<file path="src/landmark_odometry_measurement_defines.svh">
// Assertion macros shared by the landmark odometry measurement RTL.
`ifndef LANDMARK_ODOMETRY_MEASUREMENT_DEFINES_SVH
`define LANDMARK_ODOMETRY_MEASUREMENT_DEFINES_SVH
`ifndef SYNTHESIS
`define LOM_CHECK_IMP(label, ante, cons) \
    label: assert property (@(posedge aclk) disable iff (!aresetn) (ante) |-> (cons)) \
        else $error("lomeas check failed");
`define LOM_CHECK_NXT(label, ante, cons) \
    label: assert property (@(posedge aclk) disable iff (!aresetn) (ante) |=> (cons)) \
        else $error("lomeas check failed");
`else
`define LOM_CHECK_IMP(label, ante, cons)
`define LOM_CHECK_NXT(label, ante, cons)
`endif
`endif

</file>
<file path="src/lomeas_pkg.sv">
// Types, constants and helper functions of the landmark odometry measurement block.
package lomeas_pkg;

    // CORDIC iteration count, capped by the arctangent table depth
    localparam int CORDIC_STEPS = 16;
    localparam int ATAN_DEPTH   = 24;
    localparam int CORDIC_ITERS = (CORDIC_STEPS < ATAN_DEPTH) ? CORDIC_STEPS : ATAN_DEPTH;

    localparam int XY_W  = 50;  // CORDIC datapath width
    localparam int IO_W  = 18;  // rotator input and output width
    localparam int ANG_W = 32;  // binary angle, 2^32 per turn
    localparam int Z_W   = 33;  // residual angle

    localparam logic [29:0] GAIN_Q30  = 30'd652032874;
    localparam logic [30:0] SPEED_Q24 = 31'd3162431;
    localparam logic [30:0] TURN_Q16  = 31'd527765581;

    // bearing to binary angle: (mag * 2^23 + 22) / 45
    localparam int          DIV_NUM_W  = 38;
    localparam int          DIV_CNT_W  = 6;
    localparam logic [6:0]  DIVISOR    = 7'd45;
    localparam logic [22:0] BEAR_ROUND = 23'd22;

    // configuration register indexes
    localparam logic [7:0] REG_LANDMARK_X    = 8'd0;
    localparam logic [7:0] REG_LANDMARK_Y    = 8'd1;
    localparam logic [7:0] REG_CAMERA_OFFSET = 8'd2;
    localparam logic [7:0] REG_MISS_LIMIT    = 8'd3;

    typedef enum logic [1:0] {
        OP_CAMERA = 2'd0,
        OP_WHEEL  = 2'd1,
        OP_TICK   = 2'd2,
        OP_NONE   = 2'd3
    } op_t;

    typedef enum logic [3:0] {
        ST_IDLE,
        ST_DISPATCH,
        ST_DIV,
        ST_ROT1,
        ST_ROT2,
        ST_VMUL,
        ST_VTURN,
        ST_VSTART,
        ST_VROT,
        ST_FINISH
    } state_t;

    typedef enum logic [2:0] {
        CS_IDLE,
        CS_MULX,
        CS_MULY,
        CS_ITER,
        CS_ROUND
    } cord_state_t;

    // rotation request and response
    typedef struct packed {
        logic                   start;
        logic signed [IO_W-1:0] x;
        logic signed [IO_W-1:0] y;
        logic [ANG_W-1:0]       ang;
    } cord_req_t;

    typedef struct packed {
        logic                   done;
        logic signed [IO_W-1:0] x;
        logic signed [IO_W-1:0] y;
    } cord_rsp_t;

    // arctangent of 2^-i in 2^32 per turn
    function automatic logic [29:0] atan_entry(input logic [4:0] i);
        logic [29:0] r;
        case (i)
            5'd0:    r = 30'h20000000;
            5'd1:    r = 30'h12E4051E;
            5'd2:    r = 30'h09FB385B;
            5'd3:    r = 30'h051111D4;
            5'd4:    r = 30'h028B0D43;
            5'd5:    r = 30'h0145D7E1;
            5'd6:    r = 30'h00A2F61E;
            5'd7:    r = 30'h00517C55;
            5'd8:    r = 30'h0028BE53;
            5'd9:    r = 30'h00145F2F;
            5'd10:   r = 30'h000A2F98;
            5'd11:   r = 30'h000517CC;
            5'd12:   r = 30'h00028BE6;
            5'd13:   r = 30'h000145F3;
            5'd14:   r = 30'h0000A2FA;
            5'd15:   r = 30'h0000517D;
            5'd16:   r = 30'h000028BE;
            5'd17:   r = 30'h0000145F;
            5'd18:   r = 30'h00000A30;
            5'd19:   r = 30'h00000518;
            5'd20:   r = 30'h0000028C;
            5'd21:   r = 30'h00000146;
            5'd22:   r = 30'h000000A3;
            5'd23:   r = 30'h00000051;
            default: r = 30'h0;
        endcase
        return r;
    endfunction

    // clamp to 16 bit signed
    function automatic logic [15:0] sat16(input logic signed [18:0] v);
        logic [15:0] r;
        if (v > 19'sd32767) begin
            r = 16'h7FFF;
        end else if (v < -19'sd32768) begin
            r = 16'h8000;
        end else begin
            r = v[15:0];
        end
        return r;
    endfunction

endpackage

</file>
<file path="src/landmark_odometry_measurement.sv">
// Top level of the landmark odometry measurement front end.
//
// Input items arrive on s_tvalid/s_tready; s_tuser carries the operation
// (camera, wheel speeds, tick) and s_tdata the measurement fields. Every
// accepted item gives one result item on m_tvalid/m_tready carrying the held
// position, velocity, heading and tracking flags. Register writes come over
// cfg_valid/cfg_ready (always ready) and must be made only while idle; the block
// itself does not enforce it. Items are handled one at a time. A tick or a
// miss goes from dispatch straight to the finish step, a wheel item takes a
// constant multiply, then one rotation, a detection a bit-serial divide for
// the bearing, then two CORDIC rotations in the one shared rotator.
// The result sits in an output register, so the next item is taken while
// it waits; a stalled receiver holds the finished item until the output
// register frees. Reset clears heading, turn step, tracking state and held
// values and restores the register defaults; no result is pending after it.
`include "landmark_odometry_measurement_defines.svh"
module landmark_odometry_measurement
    import lomeas_pkg::*;
(
    input  logic        aclk,
    input  logic        aresetn,
    // input items
    input  logic        s_tvalid,
    output logic        s_tready,
    input  logic [63:0] s_tdata,   // detected, distance, bearing, right_wheel_speed, left_wheel_speed
    input  logic [1:0]  s_tuser,   // operation
    // result items
    output logic        m_tvalid,
    input  logic        m_tready,
    output logic [87:0] m_tdata,   // position_x, position_y, velocity_x, velocity_y,
                                   // heading_angle, position_fresh, tracking_on,
                                   // tracking_started, zero fill
    // register writes
    input  logic        cfg_valid,
    output logic        cfg_ready,
    input  logic [7:0]  cfg_index,
    input  logic [15:0] cfg_data
);

    state_t             state_reg, state_next;
    op_t                op_reg;
    logic               det_reg;
    logic [15:0]        dist_reg;
    logic signed [14:0] bear_reg;
    logic signed [15:0] right_reg, left_reg;

    logic signed [15:0] lx_reg, ly_reg;
    logic [11:0]        offset_reg;
    logic [7:0]         limit_reg;

    logic [31:0]        heading_reg, turn_reg;
    logic               track_reg;
    logic [7:0]         miss_reg;
    logic [15:0]        pos_x_reg, pos_y_reg, vel_x_reg, vel_y_reg;

    logic signed [48:0] prod_reg;
    logic signed [17:0] speed_reg;
    logic [31:0]        turn_new_reg;

    logic               m_tvalid_reg;
    logic [87:0]        m_tdata_reg;

    logic               out_free, out_load, div_start, div_done;
    logic [14:0]        bear_mag;
    logic [31:0]        div_quot, bear_ang;
    cord_req_t          creq;
    cord_rsp_t          crsp;

    logic signed [16:0] wsum, wdiff, mul_a;
    logic [30:0]        mul_c;
    logic signed [48:0] prod_next, t24, t16;

    logic [31:0]        heading_n;
    logic               track_n, fresh_n, started_n;
    logic [7:0]         miss_n, miss_inc;
    logic [15:0]        pos_x_n, pos_y_n, vel_x_n, vel_y_n;

    assign s_tready  = (state_reg == ST_IDLE);
    assign cfg_ready = 1'b1;
    assign out_free  = !m_tvalid_reg || m_tready;
    assign m_tvalid  = m_tvalid_reg;
    assign m_tdata   = m_tdata_reg;

    // next state
    always_comb begin
        state_next = state_reg;
        unique case (state_reg)
            ST_IDLE:     if (s_tvalid) state_next = ST_DISPATCH;
            ST_DISPATCH: begin
                unique case (op_reg)
                    OP_CAMERA: state_next = det_reg ? ST_DIV : ST_FINISH;
                    OP_WHEEL:  state_next = ST_VMUL;
                    default:   state_next = ST_FINISH;
                endcase
            end
            ST_DIV:      if (div_done) state_next = ST_ROT1;
            ST_ROT1:     if (crsp.done) state_next = ST_ROT2;
            ST_ROT2:     if (crsp.done) state_next = ST_FINISH;
            ST_VMUL:     state_next = ST_VTURN;
            ST_VTURN:    state_next = ST_VSTART;
            ST_VSTART:   state_next = ST_VROT;
            ST_VROT:     if (crsp.done) state_next = ST_FINISH;
            ST_FINISH:   if (out_free) state_next = ST_IDLE;
            default:     state_next = ST_IDLE;
        endcase
    end

    // bearing magnitude and signed angle
    always_comb begin
        bear_mag = bear_reg[14] ? 15'(-{bear_reg[14], bear_reg}) : 15'(bear_reg);
        bear_ang = bear_reg[14] ? -div_quot : div_quot;
    end

    // control outputs and rotator request
    always_comb begin
        div_start  = 1'b0;
        out_load   = 1'b0;
        creq.start = 1'b0;
        creq.x     = IO_W'($signed({1'b0, dist_reg}));
        creq.y     = '0;
        creq.ang   = bear_ang;
        unique case (state_reg)
            ST_DISPATCH: div_start = (op_reg == OP_CAMERA) && det_reg;
            ST_DIV:      creq.start = div_done;
            ST_ROT1: begin
                creq.start = crsp.done;
                creq.x     = crsp.x + IO_W'($signed({1'b0, offset_reg}));
                creq.y     = crsp.y;
                creq.ang   = heading_reg;
            end
            ST_VSTART: begin
                creq.start = 1'b1;
                creq.x     = speed_reg;
                creq.ang   = heading_reg;
            end
            ST_FINISH:   out_load = out_free;
            default: ;
        endcase
    end

    // shared constant multiplier for wheel items
    always_comb begin
        wsum      = {right_reg[15], right_reg} + {left_reg[15], left_reg};
        wdiff     = {right_reg[15], right_reg} - {left_reg[15], left_reg};
        mul_a     = (state_reg == ST_VMUL) ? wsum : wdiff;
        mul_c     = (state_reg == ST_VMUL) ? SPEED_Q24 : TURN_Q16;
        prod_next = 49'(mul_a * $signed({1'b0, mul_c}));
        t24       = prod_reg + (prod_reg[48] ? 49'sd8388607 : 49'sd8388608);
        t16       = prod_reg + (prod_reg[48] ? 49'sd32767 : 49'sd32768);
    end

    // state update at the end of an item
    always_comb begin
        heading_n = heading_reg;
        track_n   = track_reg;
        miss_n    = miss_reg;
        pos_x_n   = pos_x_reg;
        pos_y_n   = pos_y_reg;
        vel_x_n   = vel_x_reg;
        vel_y_n   = vel_y_reg;
        fresh_n   = 1'b0;
        started_n = 1'b0;
        miss_inc  = (miss_reg == 8'hFF) ? miss_reg : miss_reg + 1'b1;
        case (op_reg)
            OP_CAMERA: begin
                if (det_reg) begin
                    miss_n    = '0;
                    track_n   = 1'b1;
                    started_n = !track_reg;
                    fresh_n   = 1'b1;
                    pos_x_n   = sat16(19'(lx_reg) - 19'(crsp.x));
                    pos_y_n   = sat16(19'(ly_reg) - 19'(crsp.y));
                end else if (track_reg) begin
                    miss_n  = miss_inc;
                    track_n = !(miss_inc >= limit_reg);
                end
            end
            OP_WHEEL: begin
                vel_x_n = sat16(19'(crsp.x));
                vel_y_n = sat16(19'(crsp.y));
            end
            OP_TICK:  heading_n = heading_reg + turn_reg;
            default: ;
        endcase
    end

    always_ff @(posedge aclk) begin
        if (!aresetn) begin
            state_reg    <= ST_IDLE;
            m_tvalid_reg <= 1'b0;
            lx_reg       <= 16'sd1024;
            ly_reg       <= 16'sd1024;
            offset_reg   <= 12'd26;
            limit_reg    <= 8'd5;
            heading_reg  <= '0;
            turn_reg     <= '0;
            track_reg    <= 1'b0;
            miss_reg     <= '0;
            pos_x_reg    <= '0;
            pos_y_reg    <= '0;
            vel_x_reg    <= '0;
            vel_y_reg    <= '0;
        end else begin
            state_reg <= state_next;
            // register writes
            if (cfg_valid) begin
                unique case (cfg_index)
                    REG_LANDMARK_X:    lx_reg     <= cfg_data;
                    REG_LANDMARK_Y:    ly_reg     <= cfg_data;
                    REG_CAMERA_OFFSET: offset_reg <= cfg_data[11:0];
                    REG_MISS_LIMIT:    limit_reg  <= cfg_data[7:0];
                    default: ;
                endcase
            end
            // result handoff
            if (out_load) begin
                m_tvalid_reg <= 1'b1;
            end else if (m_tready) begin
                m_tvalid_reg <= 1'b0;
            end
            if (out_load) begin
                heading_reg <= heading_n;
                track_reg   <= track_n;
                miss_reg    <= miss_n;
                pos_x_reg   <= pos_x_n;
                pos_y_reg   <= pos_y_n;
                vel_x_reg   <= vel_x_n;
                vel_y_reg   <= vel_y_n;
                if (op_reg == OP_WHEEL) begin
                    turn_reg <= turn_new_reg;
                end
            end
        end
        // item capture
        if (s_tvalid && s_tready) begin
            op_reg    <= op_t'(s_tuser);
            det_reg   <= s_tdata[0];
            dist_reg  <= s_tdata[16:1];
            bear_reg  <= s_tdata[31:17];
            right_reg <= s_tdata[47:32];
            left_reg  <= s_tdata[63:48];
        end
        // wheel arithmetic
        if (state_reg == ST_VMUL || state_reg == ST_VTURN) begin
            prod_reg <= prod_next;
        end
        if (state_reg == ST_VTURN) begin
            speed_reg <= t24[41:24];
        end
        if (state_reg == ST_VSTART) begin
            turn_new_reg <= t16[47:16];
        end
        if (out_load) begin
            m_tdata_reg <= {5'b0, started_n, track_n, fresh_n, heading_n[31:16],
                            vel_y_n, vel_x_n, pos_y_n, pos_x_n};
        end
    end

    lomeas_div u_div (
        .aclk    (aclk),
        .aresetn (aresetn),
        .start   (div_start),
        .mag     (bear_mag),
        .done    (div_done),
        .quot    (div_quot)
    );

    lomeas_cordic u_cordic (
        .aclk    (aclk),
        .aresetn (aresetn),
        .req     (creq),
        .rsp     (crsp)
    );

    // a new track and a fresh position both mean tracking is on
    `LOM_CHECK_IMP(a_started_on, m_tvalid && m_tdata[82], m_tdata[81])
    `LOM_CHECK_IMP(a_fresh_on, m_tvalid && m_tdata[80], m_tdata[81])
    // a finished item shows up on the result channel
    `LOM_CHECK_NXT(a_load_shows, out_load, m_tvalid_reg)

endmodule

</file>
<file path="src/lomeas_div.sv">
// Bit-serial restoring divider turning a bearing magnitude into a binary angle.
module lomeas_div
    import lomeas_pkg::*;
(
    input  logic        aclk,
    input  logic        aresetn,
    input  logic        start,
    input  logic [14:0] mag,
    output logic        done,
    output logic [31:0] quot
);

    logic [DIV_NUM_W-1:0] work_reg, work_next;
    logic [5:0]           rem_reg, rem_next;
    logic [DIV_CNT_W-1:0] cnt_reg, cnt_next;
    logic                 busy_reg, busy_next;
    logic                 done_reg, done_next;
    logic [6:0]           trial;
    logic                 qbit;

    // one quotient bit per cycle; dividend bits leave at the top, quotient enters below
    always_comb begin
        trial     = {rem_reg, work_reg[DIV_NUM_W-1]};
        qbit      = (trial >= DIVISOR);
        work_next = work_reg;
        rem_next  = rem_reg;
        cnt_next  = cnt_reg;
        busy_next = busy_reg;
        done_next = 1'b0;
        if (start) begin
            work_next = {mag, BEAR_ROUND};
            rem_next  = '0;
            cnt_next  = '0;
            busy_next = 1'b1;
        end else if (busy_reg) begin
            work_next = {work_reg[DIV_NUM_W-2:0], qbit};
            rem_next  = qbit ? 6'(trial - DIVISOR) : trial[5:0];
            cnt_next  = cnt_reg + 1'b1;
            if (cnt_reg == DIV_CNT_W'(DIV_NUM_W - 1)) begin
                busy_next = 1'b0;
                done_next = 1'b1;
            end
        end
    end

    always_ff @(posedge aclk) begin
        if (!aresetn) begin
            busy_reg <= 1'b0;
            done_reg <= 1'b0;
            cnt_reg  <= '0;
        end else begin
            busy_reg <= busy_next;
            done_reg <= done_next;
            cnt_reg  <= cnt_next;
        end
        work_reg <= work_next;
        rem_reg  <= rem_next;
    end

    assign done = done_reg;
    assign quot = work_reg[31:0];

endmodule

</file>
<file path="src/lomeas_cordic.sv">
// Iterative CORDIC rotator, one micro-rotation per cycle.
module lomeas_cordic
    import lomeas_pkg::*;
(
    input  logic      aclk,
    input  logic      aresetn,
    input  cord_req_t req,
    output cord_rsp_t rsp
);

    cord_state_t            state_reg, state_next;
    logic signed [IO_W-1:0] xin_reg, yin_reg;
    logic signed [XY_W-1:0] x_reg, x_next, y_reg, y_next;
    logic signed [Z_W-1:0]  z_reg, z_next;
    logic [4:0]             i_reg, i_next;
    logic signed [IO_W-1:0] ox_reg, oy_reg;
    logic                   done_reg;
    logic                   flip;
    logic [ANG_W-1:0]       ang_f;
    logic signed [IO_W-1:0] mul_in;
    logic signed [XY_W-1:0] mul_out;
    logic signed [XY_W-1:0] dx, dy, xr, yr;
    logic signed [Z_W-1:0]  step_ang;

    // next state
    always_comb begin
        state_next = state_reg;
        unique case (state_reg)
            CS_IDLE:  if (req.start) state_next = CS_MULX;
            CS_MULX:  state_next = CS_MULY;
            CS_MULY:  state_next = CS_ITER;
            CS_ITER:  if (i_reg == 5'(CORDIC_ITERS - 1)) state_next = CS_ROUND;
            CS_ROUND: state_next = CS_IDLE;
            default:  state_next = CS_IDLE;
        endcase
    end

    // fold into [-90, 90) degrees by a half turn
    always_comb begin
        flip  = (req.ang[31:30] == 2'b01) || (req.ang[31:30] == 2'b10);
        ang_f = {req.ang[31] ^ flip, req.ang[30:0]};
    end

    // gain scaling, one multiplier shared by both coordinates
    always_comb begin
        mul_in  = (state_reg == CS_MULX) ? xin_reg : yin_reg;
        mul_out = XY_W'(mul_in * $signed({1'b0, GAIN_Q30}));
    end

    // micro-rotation and rounding
    always_comb begin
        dx       = y_reg >>> i_reg;
        dy       = x_reg >>> i_reg;
        step_ang = $signed({3'b0, atan_entry(i_reg)});
        xr       = x_reg + (x_reg[XY_W-1] ? XY_W'(536870911) : XY_W'(536870912));
        yr       = y_reg + (y_reg[XY_W-1] ? XY_W'(536870911) : XY_W'(536870912));
        x_next   = x_reg;
        y_next   = y_reg;
        z_next   = z_reg;
        i_next   = i_reg;
        unique case (state_reg)
            CS_IDLE: begin
                z_next = $signed({ang_f[31], ang_f});
                i_next = '0;
            end
            CS_MULX: x_next = mul_out;
            CS_MULY: y_next = mul_out;
            CS_ITER: begin
                if (!z_reg[Z_W-1]) begin
                    x_next = x_reg - dx;
                    y_next = y_reg + dy;
                    z_next = z_reg - step_ang;
                end else begin
                    x_next = x_reg + dx;
                    y_next = y_reg - dy;
                    z_next = z_reg + step_ang;
                end
                i_next = i_reg + 1'b1;
            end
            default: ;
        endcase
    end

    always_ff @(posedge aclk) begin
        if (!aresetn) begin
            state_reg <= CS_IDLE;
            done_reg  <= 1'b0;
        end else begin
            state_reg <= state_next;
            done_reg  <= (state_reg == CS_ROUND);
        end
        if (state_reg == CS_IDLE && req.start) begin
            xin_reg <= flip ? -req.x : req.x;
            yin_reg <= flip ? -req.y : req.y;
        end
        if (state_reg == CS_ROUND) begin
            ox_reg <= xr[47:30];
            oy_reg <= yr[47:30];
        end
        x_reg <= x_next;
        y_reg <= y_next;
        z_reg <= z_next;
        i_reg <= i_next;
    end

    assign rsp.done = done_reg;
    assign rsp.x    = ox_reg;
    assign rsp.y    = oy_reg;

endmodule

</file>
<file path="config.mk">
export PLATFORM = sky130hd
export DESIGN_NAME = landmark_odometry_measurement
export DESIGN_NICKNAME = d
export VERILOG_FILES = /design/src/lomeas_pkg.sv /design/src/landmark_odometry_measurement.sv /design/src/lomeas_div.sv /design/src/lomeas_cordic.sv
export VERILOG_INCLUDE_DIRS = /design/src /design/src/src
export SDC_FILE = /design/constraint.sdc
export NUM_CORES = 2
export LEC_CHECK = 0
export ABC_AREA = 1
export BUFFER_PORTS_ARGS = -buffer_cell sky130_fd_sc_hd__buf_2
export CORE_AREA = 2 2 439 441
export DETAILED_ROUTE_END_ITERATION = 10
export DIE_AREA = 0 0 441 443
export HOLD_SLACK_MARGIN = 0.06
export PLACE_DENSITY_LB_ADDON = 0.08
export SYNTH_ARGS = -nofsm -noshare
export SYNTH_HDL_FRONTEND = slang
export SYNTH_SLANG_ARGS = --single-unit
</file>
<file path="constraint.sdc">
create_clock -name aclk -period 12.6 [get_ports aclk]
set_clock_uncertainty 0.15 [all_clocks]
set_input_delay 1.26 -clock aclk [delete_from_list [all_inputs] [get_ports aclk]]
set_output_delay 1.26 -clock aclk [all_outputs]
set_load 0.01 [all_outputs]
</file>
==> results.md <==
* DP HPWL at 228300 um
* Post-synth EDFFs at 471
* Setup Viol. Count Final at 0
* Gate Count Post-Synth at 10160
* RSZ-0062 raised after global routing: no
* Worst slew pin tran at 1178 ps
* Worst Path Buf+Inv at 11
* # DRC at 0
* Largest family of logic cells by synthesized area: adder cells
* Min Tclk post-route at about 10000 ps
* CTS Hold Buffers Added at 0
* Final layout net count at 11530
* Worst-path clk slew at 60 ps
* Simple-gate area share of the yosys netlist at 23.36%
* WP data required at 12940 ps
* Yosys reg bits at between 700 and 800
* Critical Path End Type: register
* Cell row count at 161
* Startpoint types: register
* Initial Utilization at 39.65%
* Post-Synth XOR/XNOR Area at 4.575%
* Hold endpoint: ly_reg[0]
* GRT overflow at 0
* Die width at 441 um
* Status: finished clean
* Router iterations before antenna repair at 6
* Min-delay src: ly_reg[0]
* Top-area cell type share of the netlist area at a little under a fifth
* Clock buffer depth at 3
* Routed WL at 276900 um
* Rel. slew slack at 20.62%
* Final period util at 82.27%
* Crit path top cell by count: inv_1
* RR Endpoint: prod_reg[45]
* Max incr delay on CP at 570 ps
* Avg Inst Size Synth at between 7 and 8 um2
* Final WS setup at roughly 2200 ps
* Pre-CTS setup slack at 2293 ps
* Synthesized cell area at 75800 um2
* Final Hold Viols at 0
* Crit path DAT at 10700 ps
* Largest area contributor in the netlist: edfxtp_1
* Post-CTS setup buffers at 0
* CTS tree: built
* CP top delay family: adder cells
* GRT Util Overall at between 20% and 30%
* Hold Crit Class: reg -> reg
* Post-synth cell types at 67
* FFs w/ async S/R, synth at 0%
* Mux share of post-synthesis cell area at 0%
* Via-to-Cell Ratio at 5.398
* I/O pins at 186
* Max Fanout on Critical Path at 28
* Number of global-route vias before repair at approximately 70000
* Hold depth at 2
* Adder-cell area share of the yosys netlist at 24.14%
* Reg2reg start: state_reg[2]
* Critical path type: reg -> reg
* Full die area at between 150000 and 200000 um2
* DR iter-0 viols at 5479
* Wire length per cell at 21.53 um
* Largest net degree at the start of global routing at between 150 and 200
* Layout cell share with drive strength beyond 1 at 5.141%
* Synth warnings at 0
* Area of the multi-input gates at 49770 um2
* Core area at 191200 um2
* Slowest-stage cell, CP: fa_1
* Maximum Capacitance Violations at 0
* Fmax at 96.47 MHz
* Register area at 19450 um2
* Worst r2r path cells at 42
* Vias at 69420
* Worst R2R Setup Slack at between 2000 and 2500 ps
* Total CTS buffers at 94
* Port bufs at 179
* Ys flop type: edfxtp_1
* Setup TNS at 0 ps
* Seq/Total Area, Yosys at 25.66%
* Die H at 443 um
* Slew Viols, Final at 0
* Max H-tree Level at 3
* Sink Count at 736
* Core Util, Final at 43.25%
* Max FFs per register at 83
* Root Driver: clkbuf_16
* Clock Latency Late Sink at 780 ps
* Synth area leaders: edfxtp_1 19%, fa_1 12%, ha_1 12%
* Compound-cell area share of the yosys netlist at between 10% and 20%
* Area Overhead vs Synth at 9.073%
* First-pass GRT wire length at ~420000 um
* Placer Congestion at between 0.9 and 1
* Worst path depth at 42
* Initial antenna violation count at 4
* Post-route ant nets at 0
* Number of gates resized after cts at 0
* # fillers at 19750
## metal layers
| layer | vias to the layer above | wire (um) | part of all wire (%) | global-route usage (%) |
|---|---|---|---|---|
| met4 | 0 | 9909 | 3.6 | 9.280 |
| met1 | 33380 | 124200 | 45 | 37.93 |
| li1 | 33820 | - | - | - |
| met3 | 386 | 12410 | 4.5 | 2.458 |
| met5 | - | 0 | 0 | 0 |
| met2 | 1835 | 130400 | 47 | 46.88 |
## synthesized netlist by cell type (all sizes together), types with 2 or more instances
cell type,instances
nand2,2174
inv,1471
nor2,916
nand3,791
a21oi,743
ha,730
o21ai,710
edfxtp,471
fa,458
dfxtp,265
xor2,242
clkbuf,160
xnor2,154
nor3,139
buf,118
a31oi,88
nand4,85
or2,67
o22ai,47
o211ai,43
nor4,37
o21a,37
o221ai,31
a21o,30
o21bai,23
a21boi,20
a211oi,12
o31ai,12
a221oi,11
and2,11
clkinv,7
a22o,6
nand3b,6
nor3b,6
a22oi,4
and3,4
a2111oi,3
o211a,3
o221a,3
a31o,2
conb,2
o2111ai,2
or4,2
## area by class of cell
class	instances	area share [%]
flip-flops and latches	736	23.52
well taps	2526	3.823
diodes	5	0.01513
clock inverters	50	0.6855
inverters	1478	6.716
repair buffers	252	1.764
clock buffers	128	3.276
multi-input cells	7684	60.20
## cells by family (layout without fill, tap and decap cells)
family                   Yosys count  after routing
XOR/XNOR                         396            396
flip-flops                       736            736
AND/OR/NAND/NOR                 4239           4239
adder cells (fa/ha/maj)         1188           1188
buffers and inverters           1756           1908
other                              2             27
AO/OA/AOI/OAI                   1839           1839
## worst max-delay path by stage
stage | from | to
finish | state_reg[2] | prod_reg[45]
global route | state_reg[2] | prod_reg[45]
CTS | state_reg[2] | prod_reg[45]
detailed placement | state_reg[2] | prod_reg[45]
global placement | state_reg[2] | prod_reg[36]
floorplan | u_cordic.state_reg[0] | u_cordic.x_reg[49]
## layout by cell type, fill, tap and decap left out, types with 67 or more instances in the layout
cell / synthesis / layout
nand2_1: 2169 / 2167
ha_1: 730 / 730
xor2_1: 242 / 241
dfxtp_1: 265 / 265
buf_4: 13 / 73
o21ai_0: 690 / 689
nand4_1: 85 / 85
edfxtp_1: 471 / 471
buf_2: 68 / 178
a21oi_1: 743 / 743
a31oi_1: 88 / 88
nand3_1: 791 / 791
clkbuf_16: 0 / 101
or2_2: 67 / 67
inv_1: 1463 / 1457
xnor2_1: 154 / 154
nor2_1: 907 / 895
nor3_1: 136 / 135
fa_1: 458 / 458
## tightest hold or removal path, delay by kind of cell (launching register included)
family                 cells  cell delay, ps
AOI/OAI and AO/OA          1              50
buffers and inverters      1              60
DFF                        1             300
## metrics by stage
stage / hold slack (ps) / cells / instance area, um2
2_1_floorplan: 284.6 / 10180 / 75880
5_1_grt: 329.5 / 12860 / 82670
3_5_place_dp: 305.1 / 12680 / 79390
3_3_place_gp: 296.5 / 12680 / 79390
4_1_cts: 314.5 / 12850 / 82670
6_report: 310.9 / 12860 / 82680
Power is left out: the tool's default activity adds up to more than one toggle a clock period on the data nets, which glitch-free logic cannot reach.
